File: src/rtl/tsc_pkg.sv
`timescale 1ns / 1ps
// Shared types, codes and functions for the thermometer scratchpad checker.
// No dependencies; imported by every module under rtl/.
package tsc_pkg;

    localparam int unsigned BYTE_W   = 8;
    localparam int unsigned RES_W    = 2;
    localparam int unsigned DEG_W    = 12;
    localparam int unsigned OUT_W    = 16;

    localparam logic [BYTE_W-1:0] CRC_POLY  = 8'h8C;
    localparam logic [RES_W-1:0]  RES_12BIT = 2'd3;
    localparam logic signed [DEG_W-1:0] LIMIT_HIGH = 12'sd200;
    localparam logic signed [DEG_W-1:0] LIMIT_LOW  = -12'sd200;

    typedef enum logic [1:0] {
        STATUS_OK  = 2'd0,
        STATUS_CRC = 2'd1,
        STATUS_RES = 2'd2
    } status_t;

    // one received scratchpad byte
    typedef struct packed {
        logic [BYTE_W-1:0] data_byte;
        logic              last_byte;
    } in_item_t;

    // result word, packed as it leaves on tdata
    typedef struct packed {
        logic                    pad;
        logic                    in_range;
        logic signed [DEG_W-1:0] degrees;
        status_t                 status;
    } result_t;

    // reflected CRC-8, LSB first, one whole byte per call
    function automatic logic [BYTE_W-1:0] crc8_byte(input logic [BYTE_W-1:0] crc_in,
                                                    input logic [BYTE_W-1:0] b);
        logic [BYTE_W-1:0] crc;
        logic              fb;
        crc = crc_in;
        for (int i = 0; i < BYTE_W; i++)
        begin
            fb  = crc[0] ^ b[i];
            crc = crc >> 1;
            if (fb)
            begin
                crc = crc ^ CRC_POLY;
            end
        end
        return crc;
    endfunction

endpackage

File: src/rtl/tsc_decode.sv
`timescale 1ns / 1ps
// Frame state (CRC, byte position, raw temperature) and the result register.
// Depends on tsc_pkg.
module tsc_decode
    import tsc_pkg::*;
(
    input  logic             clk,
    input  logic             rst_n,
    input  logic [RES_W-1:0] resolution_mode,
    input  logic             stg_valid,
    output logic             stg_take,
    input  in_item_t         stg_item,
    output logic             res_valid,
    input  logic             res_ready,
    output result_t          res_word
);

    logic [BYTE_W-1:0] crc_reg, crc_next;
    logic [1:0]        pos_reg, pos_next;
    logic [BYTE_W-1:0] raw_low_reg, raw_low_next;
    logic [BYTE_W-1:0] raw_high_reg, raw_high_next;
    logic              out_valid_reg, out_valid_next;
    result_t           out_reg, out_next;

    logic                    out_free;
    logic                    emit;
    logic [BYTE_W-1:0]       crc_new;
    logic [BYTE_W-1:0]       low_eff;
    logic [BYTE_W-1:0]       high_eff;
    logic signed [15:0]      raw_word;
    logic signed [15:0]      raw_adj;
    logic signed [DEG_W-1:0] deg;

    assign out_free = !out_valid_reg || res_ready;
    // a non-final byte never blocks on the output side
    assign stg_take = stg_valid && (!stg_item.last_byte || out_free);
    assign emit     = stg_take && stg_item.last_byte;

    assign crc_new  = crc8_byte(crc_reg, stg_item.data_byte);
    assign low_eff  = (pos_reg == 2'd0) ? stg_item.data_byte : raw_low_reg;
    assign high_eff = (pos_reg == 2'd1) ? stg_item.data_byte : raw_high_reg;
    assign raw_word = $signed({high_eff, low_eff});
    // bias negatives by 15 so the shift truncates toward zero
    assign raw_adj  = raw_word + $signed({12'd0, {4{raw_word[15]}}});
    assign deg      = raw_adj[15:4];

    always_comb
    begin
        crc_next       = crc_reg;
        pos_next       = pos_reg;
        raw_low_next   = raw_low_reg;
        raw_high_next  = raw_high_reg;
        out_valid_next = out_valid_reg && !res_ready;
        out_next       = out_reg;

        if (stg_take)
        begin
            crc_next      = crc_new;
            raw_low_next  = low_eff;
            raw_high_next = high_eff;
            if (pos_reg != 2'd2)
            begin
                pos_next = pos_reg + 2'd1;
            end
        end

        if (emit)
        begin
            out_valid_next    = 1'b1;
            out_next.pad      = 1'b0;
            out_next.degrees  = '0;
            out_next.in_range = 1'b0;
            if (crc_new != '0)
            begin
                out_next.status = STATUS_CRC;
            end
            else if (resolution_mode != RES_12BIT)
            begin
                out_next.status = STATUS_RES;
            end
            else
            begin
                out_next.status   = STATUS_OK;
                out_next.degrees  = deg;
                out_next.in_range = (deg >= LIMIT_LOW) && (deg <= LIMIT_HIGH);
            end
            // clear the frame for the next scratchpad
            crc_next      = '0;
            pos_next      = 2'd0;
            raw_low_next  = '0;
            raw_high_next = '0;
        end
    end

    always_ff @(posedge clk or negedge rst_n)
    begin
        if (!rst_n)
        begin
            crc_reg       <= '0;
            pos_reg       <= 2'd0;
            raw_low_reg   <= '0;
            raw_high_reg  <= '0;
            out_valid_reg <= 1'b0;
        end
        else
        begin
            crc_reg       <= crc_next;
            pos_reg       <= pos_next;
            raw_low_reg   <= raw_low_next;
            raw_high_reg  <= raw_high_next;
            out_valid_reg <= out_valid_next;
        end
    end

    always_ff @(posedge clk)
    begin
        out_reg <= out_next;
    end

    assign res_valid = out_valid_reg;
    assign res_word  = out_reg;

endmodule

File: config.mk
export PLATFORM = sky130hd
export DESIGN_NAME = tsc_decode
export DESIGN_NICKNAME = d
export VERILOG_FILES = /design/src/rtl/tsc_pkg.sv /design/src/rtl/tsc_decode.sv
export SDC_FILE = /design/constraint.sdc
export NUM_CORES = 1
export LEC_CHECK = 0
export BUFFER_PORTS_ARGS = -buffer_cell sky130_fd_sc_hd__buf_2
export CORE_AREA = 4 4 69 71
export CTS_CLUSTER_SIZE = 14
export DETAILED_ROUTE_END_ITERATION = 8
export DIE_AREA = 0 0 73 75
export PLACE_DENSITY = 0.81
export SLEW_MARGIN = 20
export SYNTH_ARGS = -nofsm -noshare
export SYNTH_HDL_FRONTEND = slang
export SYNTH_SLANG_ARGS = --single-unit
File: constraint.sdc
create_clock -name clk -period 7.15 [get_ports clk]
set_input_delay 1.0725 -clock clk [delete_from_list [all_inputs] [get_ports clk]]
set_output_delay 1.0725 -clock clk [all_outputs]
set_load 0.05 [all_outputs]
* After elaboration in Yosys (flattened, before gate mapping)
Cells that the tools add are included.
Storage, ports and cells: flip-flop bits (word level) 42, input bits 15, output and inout port bits 18, logic and storage cells 67
Operators by class: $add $sub $neg 2, magnitude comparators 2, eq/ne operators 3, muxes and demuxes 21, bitwise logic cells 16, reduce and logical (&&, ||, !) cells 15
Operators by type and width (number):
- 8-bit 2-to-1 mux | 16
- 2-bit inverter with 3-bit output | 8
- 16-bit by 5-bit adder with 16-bit output | 1
- 12-bit by 9-bit greater-or-equal comparator with 1-bit output (second input constant) | 1
- 12-bit by 9-bit less-or-equal comparator with 1-bit output (second input constant) | 1
- 2-bit 2-to-1 mux | 4
- 8-bit nonzero test | 1
- 1-bit bitwise XOR | 8
- 1-bit logical AND | 4
- 2-bit inequality test (second input constant) | 2
- 2-bit nonzero test | 2
- 1-bit zero test | 3
- 2-bit by 1-bit adder with 2-bit output (second input constant) | 1
- 2-bit by 1-bit equality test with 1-bit output (second input constant) | 1
- 2-bit zero test | 1
- 1-bit logical OR | 2
- 2-bit AND reduction | 1
- 2-bit OR reduction | 1
- 1-bit 2-to-1 mux | 1

* Depth between registers and ports, before layout
Gate-level depths: netlist of the first run.
depth after elaboration 18, depth in mapped cells 10

* Least setup slack after synthesis of the first run
OpenSTA, ideal clock, no wires.
path kind input port to flip-flop, from input port stg_item[6] in the netlist's numbering, to register out_reg, in the netlist res_word[4] (data pin), arrival time 2723 ps, setup slack 4277 ps, stages on the path 8, cells stage by stage buf_6 > xnor2_4 > xnor3_1 > nor4_2 > nand4_1 > or2_4 > buf_6 > nor3b_2
Between the ends: longest elaborated chain between the ends 7, elaborated cells on any way between the ends 9
Ends and longest elaborated chain:
- from (decl) | line tsc_decode.sv:12 | input in_item_t stg_item,
- branches (longest 7 deep; another with 16-bit by 5-bit adder with 16-bit output)
- to (signal assigned) | line tsc_decode.sv:117 | out_reg <= out_next;
- to (decl) | line tsc_decode.sv:23 | result_t out_reg, out_next;
Several ways; the timed one is not identified. A chain may end at the register's enable or synchronous reset.

* Worst setup path in the final report of the first run
from input port stg_item[0] in the netlist's numbering, to output port stg_take
Between the ends: longest elaborated chain between the ends 3
Ends and longest elaborated chain:
- 1-bit zero test | line tsc_decode.sv:36 | assign stg_take = stg_valid && (!stg_item.last_byte || out_free);
- 1-bit logical OR | line tsc_decode.sv:36
- 1-bit logical AND | line tsc_decode.sv:36
- to (decl) | line tsc_decode.sv:11 | output logic stg_take,
No other way between the ends.

==> impl_table.tex, run 1 <==
\begin{tabular}{lr}
\hline
Metric & Value \\
\hline
\multicolumn{2}{l}{\textbf{STA}} \\
\quad Setup tns final & 0 ps \\
\quad Hold Violations, Final & 0 \\
\quad Max Freq & about 280 MHz \\
\quad Tightest slew margin relative to the limit & 48.5\% \\
\quad Final setup violation count & 0 \\
\quad Shortest period the worst path allows & between 3000 and 4000 ps \\
\quad Fin crit share & 50.0\% \\
\quad Worst-margin pin slew & 771 ps \\
\quad Final WS setup & 3570 ps \\
\quad Setup repair after global routing missed its margin & false \\
\quad Final Max Tran Viols & 0 \\
\quad Setup clock skew after layout & 7.64 ps \\
\multicolumn{2}{l}{\textbf{Setup path}} \\
\quad Worst-path cell with the longest stage delay & nand2\_1 \\
\quad Cell-by-cell listing of the critical path & buf\_2 > nand2\_1 > nand2\_1 > inv\_1 > buf\_2 \\
\quad Crit path largest cell delay & 580 ps \\
\quad Startpoint class of the critical path & input pin \\
\quad Endpoint type of the worst setup path & primary output \\
\quad Data arrival time of the critical path & 2500 ps \\
\quad CP Data Required Time & 6080 ps \\
\quad Worst path bufs/invs & 3 \\
\quad Worst-path fanout max & 25 \\
\quad Cell class contributing the biggest share of worst-path delay & buffers and inverters \\
\quad Critical path class & in -> out \\
\multicolumn{2}{l}{\textbf{Route}} \\
\quad Max layer used & met4 \\
\quad Total wire length & 4890 um \\
\quad Total via count in the routed design & 1,765 \\
\quad Drt initial violations & 138 \\
\quad Final ANT Viol Nets & 0 \\
\quad Total length of routed met3 wires & about 180 um \\
\quad Count of TritonRoute iterations in the first routing pass & 4 \\
\quad Met2 Routed Length & 2510 um \\
\quad Routed length on met1 & 2140 um \\
\quad Vias per inst & 5.79 \\
\quad Average routed wire per standard cell & 16.0 um \\
\quad Residual DRC count & 0 \\
\multicolumn{2}{l}{\textbf{Cells and area}} \\
\quad Ant diodes & 0 \\
\quad Growth of design area from synthesis to finish & 9.06\% \\
\quad Proportion of layout cells with a drive suffix above 1 & 20.6\% \\
\quad Total Nets Final & 270 \\
\quad Max FFs per register & 15 \\
\multicolumn{2}{l}{\textbf{Clocking}} \\
\quad CTS sink count & 42 \\
\quad Clock latency reported for the late side of the worst-skew pair & 290 ps \\
\quad Post-CTS setup-driven buffer insertion count & 0 \\
\quad Hold\_buf cts & 0 \\
\quad Maximum clock insertion buffer count & 2 \\
\quad Post-cts gate resize count & 0 \\
\quad \# H-tree levels & 2 \\
\quad Root Buffer & clkbuf\_8 \\
\quad CTS tree & yes \\
\quad Total CTS buffers & 5 \\
\quad Reg clk slew, reported paths & 70 ps \\
\multicolumn{2}{l}{\textbf{Synthesis}} \\
\quad Average cell area after synthesis & 10.7 um2 \\
\quad Number of synthesized register bits & 42 \\
\quad Number of distinct library cell variants in the gate-level netlist after synthesis & 53 \\
\quad Async set or reset register ratio after synthesis & between 60\% and 70\% \\
\quad Post-synthesis cell area & approximately 0.0024 mm2 \\
\quad Sequential fraction of the synthesis area & 46.3\% \\
\quad Ys Warns & 0 \\
\quad Number of nets in the synthesized netlist & around 250 \\
\quad Number of synthesized flops with an enable pin & 15 \\
\quad Cell count after synthesis & around 230 \\
\quad Top FF cell, synth & dfrtp\_1 \\
\multicolumn{2}{l}{\textbf{Global route}} \\
\quad Via count of the first global-routing pass & 1,735 \\
\quad Total congestion overflow & 0 \\
\quad Maximum number of pins on one net before global-route repair & 28 \\
\quad Antenna violations before repair & 0 \\
\quad All-Layer GR Usage & 20.2\% \\
\quad Global-route wire length before repair & 8480 um \\
\multicolumn{2}{l}{\textbf{Floorplan}} \\
\quad Placement row count & 24 \\
\quad Overall die width & 73 um \\
\quad Area of the die & 0.00548 mm2 \\
\quad Initial core utilization & 57.4\% \\
\quad I/O pin total & 33 \\
\quad Placeable core region & 0.00423 mm2 \\
\quad Floorplan die height & 75 um \\
\multicolumn{2}{l}{\textbf{Place}} \\
\quad Worst Setup Slack post-DPL & $\sim$3600 ps \\
\quad Count of buffers inserted at the top-level ports & 31 \\
\quad Final weighted congestion in routability-driven placement & $\sim$0.84 \\
\quad HPWL after detailed placement & approximately 3600 um \\
\multicolumn{2}{l}{\textbf{Power}} \\
\quad Leakage dissipation & 1.11 nW \\
\quad Maximum vdd ir drop & approximately 200 uV \\
\quad Areal power density over the cells & 340 mW/mm2 \\
\multicolumn{2}{l}{\textbf{Worst hold path}} \\
\quad Path category of the worst min-delay check & reg -> reg \\
\multicolumn{2}{l}{\textbf{Status}} \\
\quad Run status & finished, final reports clean \\
\multicolumn{2}{l}{\textbf{Run}} \\
\quad Maxcap violations & 0 \\
\hline
\end{tabular}
per-stage QoR:
stage | cell area (um2) | total power [mW] | instances | utilization (%) | hold WS (ps)
6_report | 2650 | 0.902 | 305 | 62.6 | 485
5_1_grt | 2650 | 0.969 | 305 | 62.6 | 522
4_1_cts | 2650 | 0.904 | 305 | 62.6 | 491
3_5_place_dp | 2570 | 0.757 | 297 | 60.7 | 465
3_3_place_gp | 2570 | 0.745 | 297 | 60.7 | 459
2_1_floorplan | 2430 | 0.684 | 227 | - | 448
tightest hold or removal path, stage by stage (launching register included):
cell and delay (ps):
dfrtp_1 350, nand2_1 50, o31ai_1 60
metal layers:
layer | GRT usage (%) | vias up
met5 | 0 | -
met1 | 26.6 | 863
met3 | 3.74 | 7
met2 | 33.6 | 30
li1 | - | 865
met4 | 7.17 | 0
path summary, 6_finish.rpt:
| path | from | endpoint | slack (ps) | cells past startpoint |
|---|---|---|---|---|
| max | stg_item[0] | stg_take | 3570 | 5 |
| min | raw_high_reg[2] | raw_high_reg[2] | 480 | 2 |
| max reg2reg | pos_reg[1] | res_word[14] | 4230 | 8 |
| min reg2reg | raw_high_reg[2] | raw_high_reg[2] | 480 | 2 |
| max in group asynchronous | rst_n | raw_high_reg[3] | 5960 | 1 |
| min in group asynchronous | rst_n | raw_low_reg[5] | 790 | 1 |
Yosys cell counts (all sizes together), types with 4 or more instances:
cell type  instances  area [um2]
mux2i              9        90.1
a22o              14         125
buf                8        56.3
dfrtp             27         676
o31ai              8        60.1
nand2             22        82.6
nand3              4        20.0
xor2              12         105
clkbuf             6        32.5
nor2              17        63.8
nor3               6        30.0
inv                4        15.0
o21ai              7        35.0
a21oi             12        60.1
edfxtp            15         450
xnor2             12         143
area by class of cell:
cell class              count  area, um2
well taps                  52       65.1
fillers                   344       1580
inverters                   4       15.0
flip-flops and latches     42       1130
repair buffers             32        163
clock buffers               6       72.6
clock inverters             2       8.76
multi-input cells         167       1200
kinds of logic after synthesis:
family          synth area share, %
simple gates                   15.6
compound gates                 15.7
flops                          46.3
xor+xnor                       12.1
buf+inv                        4.27
mux                            4.17
fa+ha+maj                      1.54
other cells                   0.154
placed cells by master, fill, tap and decap left out, types with 2 or more instances in the layout:
cell type	Yosys	layout
mux2i_1	9	9
dfrtp_1	27	27
a21oi_1	12	12
and3_1	2	2
or2_2	2	2
xor2_1	12	12
and2_1	2	2
a22o_2	2	2
xnor2_1	10	10
edfxtp_1	15	15
nor2_1	17	17
nor3_1	6	6
nor2b_1	3	3
nand3b_1	2	2
o31ai_1	8	8
o22ai_1	3	3
nand4_1	2	2
nand2_1	22	22
inv_1	4	4
nand3_1	4	4
xnor2_4	2	2
clkbuf_8	1	5
a32oi_1	2	2
ha_1	3	3
a22o_1	12	12
buf_2	3	31
o21ai_0	6	6
nor3b_1	2	2
nor4_1	2	2
where the power goes:
| part | internal [mW] | total, mW | switching, mW | leakage, nW |
|---|---|---|---|---|
| sequential | 0.296 | 0.338 | 0.0416 | 0.498 |
| combinational | 0.191 | 0.418 | 0.227 | 0.573 |
| clock | 0.0672 | 0.146 | 0.0791 | 0.0426 |
| total | 0.554 | 0.902 | 0.348 | 1.11 |
No activity file was read; power rests on OpenSTA's default activity.
==> run 2: changes to the inputs <==
CORE_AREA = 4 4 74 76   (was 4 4 69 71)
DIE_AREA = 0 0 78 80   (was 0 0 73 75)
PLACE_DENSITY = 0.74   (was 0.81)
clock period = 2.92 ns   (was 7.15 ns; I/O delays follow)
==> run 2 against run 1 <==
  * Utilization decreased by 4.8 points
  * Clock skew increased by 0.93 ps
  * Highest routed layer unchanged
  * Power increased to 2.6 times the previous value
  * Count of clock-buffer cells in the layout unchanged
  * Critical path type is now reg -> reg
  * Largest cell class unchanged
  * Critical path depth increased by 3
  * Clock power increased to 3.1 times the previous value
==> impl_table.tex, run 2 (synthesis gave the netlist of run 1 again) <==
\begin{tabular}{lr}
\hline
Metric & Value \\
\hline
\multicolumn{2}{l}{\textbf{Status}} \\
\quad Run status & finished, final reports clean \\
\multicolumn{2}{l}{\textbf{Power}} \\
\quad Areal power density over the cells & 857 mW/mm2 (+150\%) \\
\quad Switching share of power & 37.0\% (-1.5 points) \\
\quad P\_int & 1.48 mW (+170\%) \\
\quad Sequential group share of total power & 35.1\% (-2.4 points) \\
\quad Fraction of power consumed by the clock network & 19.0\% (+2.8 points) \\
\quad Portion of total power attributed to combinational logic & 45.9\% (-0.4 points) \\
\quad Net Sw Power & 0.867 mW (+150\%) \\
\quad Leakage dissipation & 1.15 nW (+3.0\%) \\
\quad Maximum vdd ir drop & 558 uV (+190\%) \\
\multicolumn{2}{l}{\textbf{Clocking}} \\
\quad Total CTS buffers & 5 (unchanged) \\
\quad Hold\_buf cts & 0 (unchanged) \\
\quad Reg clk slew, reported paths & 80 ps (about the same) \\
\quad CTS sink count & 42 (unchanged) \\
\quad CTS tree & yes \\
\quad Maximum clock insertion buffer count & 2 (unchanged) \\
\quad Post-cts gate resize count & 0 (unchanged) \\
\quad Clock latency reported for the late side of the worst-skew pair & 290 ps (about the same) \\
\quad Root Buffer & clkbuf\_8 \\
\quad Post-CTS setup-driven buffer insertion count & 0 (unchanged) \\
\quad \# H-tree levels & 2 (unchanged) \\
\multicolumn{2}{l}{\textbf{STA}} \\
\quad Final Max Tran Viols & 0 (unchanged) \\
\quad Final setup violation count & 0 (unchanged) \\
\quad Final WS setup & 373 ps (-3200 ps) \\
\quad Worst-margin pin slew & 644 ps (-127 ps) \\
\quad Setup clock skew after layout & 8.57 ps (+0.931 ps) \\
\quad Max Freq & 393 MHz \\
\quad Setup repair after global routing missed its margin & false \\
\quad Fin crit share & around 87\% \\
\quad Smallest hold slack & 150 ps (-334 ps) \\
\quad Hold Violations, Final & 0 (unchanged) \\
\quad Shortest period the worst path allows & 2550 ps \\
\quad Tightest slew margin relative to the limit & 57.1\% (+8.6 points) \\
\quad Setup tns final & 0 ps (unchanged) \\
\multicolumn{2}{l}{\textbf{Cells and area}} \\
\quad Top library cells by usage in the layout, fill and taps aside & buf\_2, dfrtp\_1, nand2\_1, nor2\_1, edfxtp\_1 \\
\quad Growth of design area from synthesis to finish & 12.4\% \\
\quad Fill count & 427 (+24\%) \\
\quad Util after Layout & 57.9\% (-4.8 points) \\
\quad Most common cell after layout, fill and taps aside & buf\_2 \\
\quad Max FFs per register & 15 (unchanged) \\
\quad Footprint of the multi-input gates & 0.00120 mm2 (unchanged) \\
\quad Proportion of layout cells with a drive suffix above 1 & 22.1\% (+1.5 points) \\
\quad Layout Cell Area excl Fill & 0.00273 mm2 (+3.1\%) \\
\quad Ant diodes & 0 (unchanged) \\
\quad Total Nets Final & 275 (+1.9\%) \\
\quad Flip-flop and latch area & 0.00113 mm2 (unchanged) \\
\multicolumn{2}{l}{\textbf{Setup path}} \\
\quad Crit path largest cell delay & 580 ps (about the same) \\
\quad CP Data Required Time & 2970 ps (-3110 ps) \\
\quad Cell count along the critical path & 8 (+3) \\
\quad Startpoint class of the critical path & flip-flop \\
\quad Register-to-Register Setup Slack & 370 ps (-3860 ps) \\
\quad Capture point of the worst path & res\_word[11] \\
\quad Critical register-to-register path endpoint & res\_word[11] \\
\quad Endpoint type of the worst setup path & flip-flop \\
\quad Launch instance of the worst register-to-register path & pos\_reg[0] \\
\quad Cell-by-cell listing of the critical path & inv\_1 > ha\_1 > nand4\_1 > a21oi\_1 > nand3\_1 > nor3\_1 > xor2\_1 > nor2\_1 \\
\quad Worst path bufs/invs & 1 (-2) \\
\quad Worst-path cell with the longest stage delay & ha\_1 \\
\quad Data arrival time of the critical path & 2600 ps (+100 ps) \\
\quad Worst-path fanout max & 17 (-32\%) \\
\quad Critical path class & reg -> reg \\
\quad Register-to-Register Path Depth & 8 (unchanged) \\
\quad Startpoint of the worst setup timing path & pos\_reg[0] \\
\quad Cell class contributing the biggest share of worst-path delay & simple AND/OR/NAND/NOR gates \\
\multicolumn{2}{l}{\textbf{Route}} \\
\quad Final ANT Viol Nets & 0 (unchanged) \\
\quad Vias per inst & 5.57 (-3.8\%) \\
\quad Total via count in the routed design & 1,809 (+2.5\%) \\
\quad Drt initial violations & 91 (-34\%) \\
\quad Residual DRC count & 0 (unchanged) \\
\quad Total wire length & 5030 um (+2.7\%) \\
\quad Average routed wire per standard cell & 15.5 um (-3.6\%) \\
\quad Count of TritonRoute iterations in the first routing pass & 4 (unchanged) \\
\multicolumn{2}{l}{\textbf{Floorplan}} \\
\quad Overall die width & 78 um (+6.8\%) \\
\quad Placeable core region & 0.00472 mm2 (+12\%) \\
\quad Area of the die & 0.00624 mm2 (+14\%) \\
\quad Initial core utilization & 51.5\% (-5.9 points) \\
\quad Placement row count & 25 (+4.2\%) \\
\quad Floorplan die height & 80 um (+6.7\%) \\
\quad I/O pin total & 33 (unchanged) \\
\multicolumn{2}{l}{\textbf{Global route}} \\
\quad Antenna violations before repair & 0 (unchanged) \\
\quad All-Layer GR Usage & 17.4\% (-2.8 points) \\
\quad Maximum number of pins on one net before global-route repair & 28 (unchanged) \\
\quad Global-route wire length before repair & 8600 um (+1.5\%) \\
\quad Via count of the first global-routing pass & 1,783 (+2.8\%) \\
\quad Total congestion overflow & 0 (unchanged) \\
\multicolumn{2}{l}{\textbf{Run}} \\
\quad Maxcap violations & 0 (unchanged) \\
\multicolumn{2}{l}{\textbf{Place}} \\
\quad Count of buffers inserted at the top-level ports & 31 (unchanged) \\
\quad Total cell area at the placement stage & 0.00263 mm2 (+2.2\%) \\
\quad HPWL after detailed placement & 3670 um (+1.6\%) \\
\quad Final weighted congestion in routability-driven placement & 0.841 (+0.14\%) \\
\quad Worst Setup Slack post-DPL & 353 ps (-3220 ps) \\
\multicolumn{2}{l}{\textbf{Worst hold path}} \\
\quad Path category of the worst min-delay check & in -> async \\
\hline
\end{tabular}
run 2: cell types whose count changed in the layout (fill, tap and decap cells not counted):
cell and delta:
bufinv_16 +1, buf_4 +5, clkinv_2 -1
run 2: worst min-delay path by stage:
| stage | start | slack, ps | end |
|---|---|---|---|
| 2_1_floorplan | rst_n | 140 | crc_reg[0] |
| 5_1_grt | rst_n | 190 | crc_reg[0] |
| 3_3_place_gp | raw_high_reg[2] | 460 | raw_high_reg[2] |
| 3_5_place_dp | raw_low_reg[7] | 470 | raw_low_reg[7] |
| 4_1_cts | rst_n | 160 | crc_reg[0] |
| 6_report | rst_n | 150 | crc_reg[3] |
run 2: power groups by stage:
stage	Combinational [mW]	Clock [mW]	Sequential, mW
final	1.08	0.446	0.822
after global routing	1.19	0.471	0.839
after CTS	1.08	0.453	0.821
after detailed placement	1.06	0	0.832
after global placement	1.04	0	0.828
after floorplan	0.833	0	0.842
run 2: worst register-to-register path, cell delays in order, from the launching register on:
cell and delay, ps:
dfrtp_1 410, inv_1 110, ha_1 580, nand4_1 170
a21oi_1 250, nand3_1 250, nor3_1 330, xor2_1 170
nor2_1 50
run 2: area by class of cell:
type                       instances  share of cell area [%]
multi-input combinational        167                    44.0
tap                               67                    3.07
clock buffer                       6                    2.66
sequential                        42                    41.2
clock inverter                     2                    1.24
inverter                           4                   0.549
timing repair buffer              37                    7.33
run 2: stage by stage:
step / cells / power (mW)
floorplan: 227 / 1.67
global placement: 317 / 1.87
detailed placement: 317 / 1.90
CTS: 325 / 2.35
global route: 325 / 2.50
finish: 325 / 2.34
run 2: metal layers:
layer | track usage [%] | part of all wire, % | up-vias
met5 | 0 | 0 | -
met4 | 5.42 | 1.0 | 0
met3 | 4.18 | 5.9 | 7
met2 | 28.6 | 48 | 52
met1 | 22.9 | 45 | 868
li1 | - | - | 882
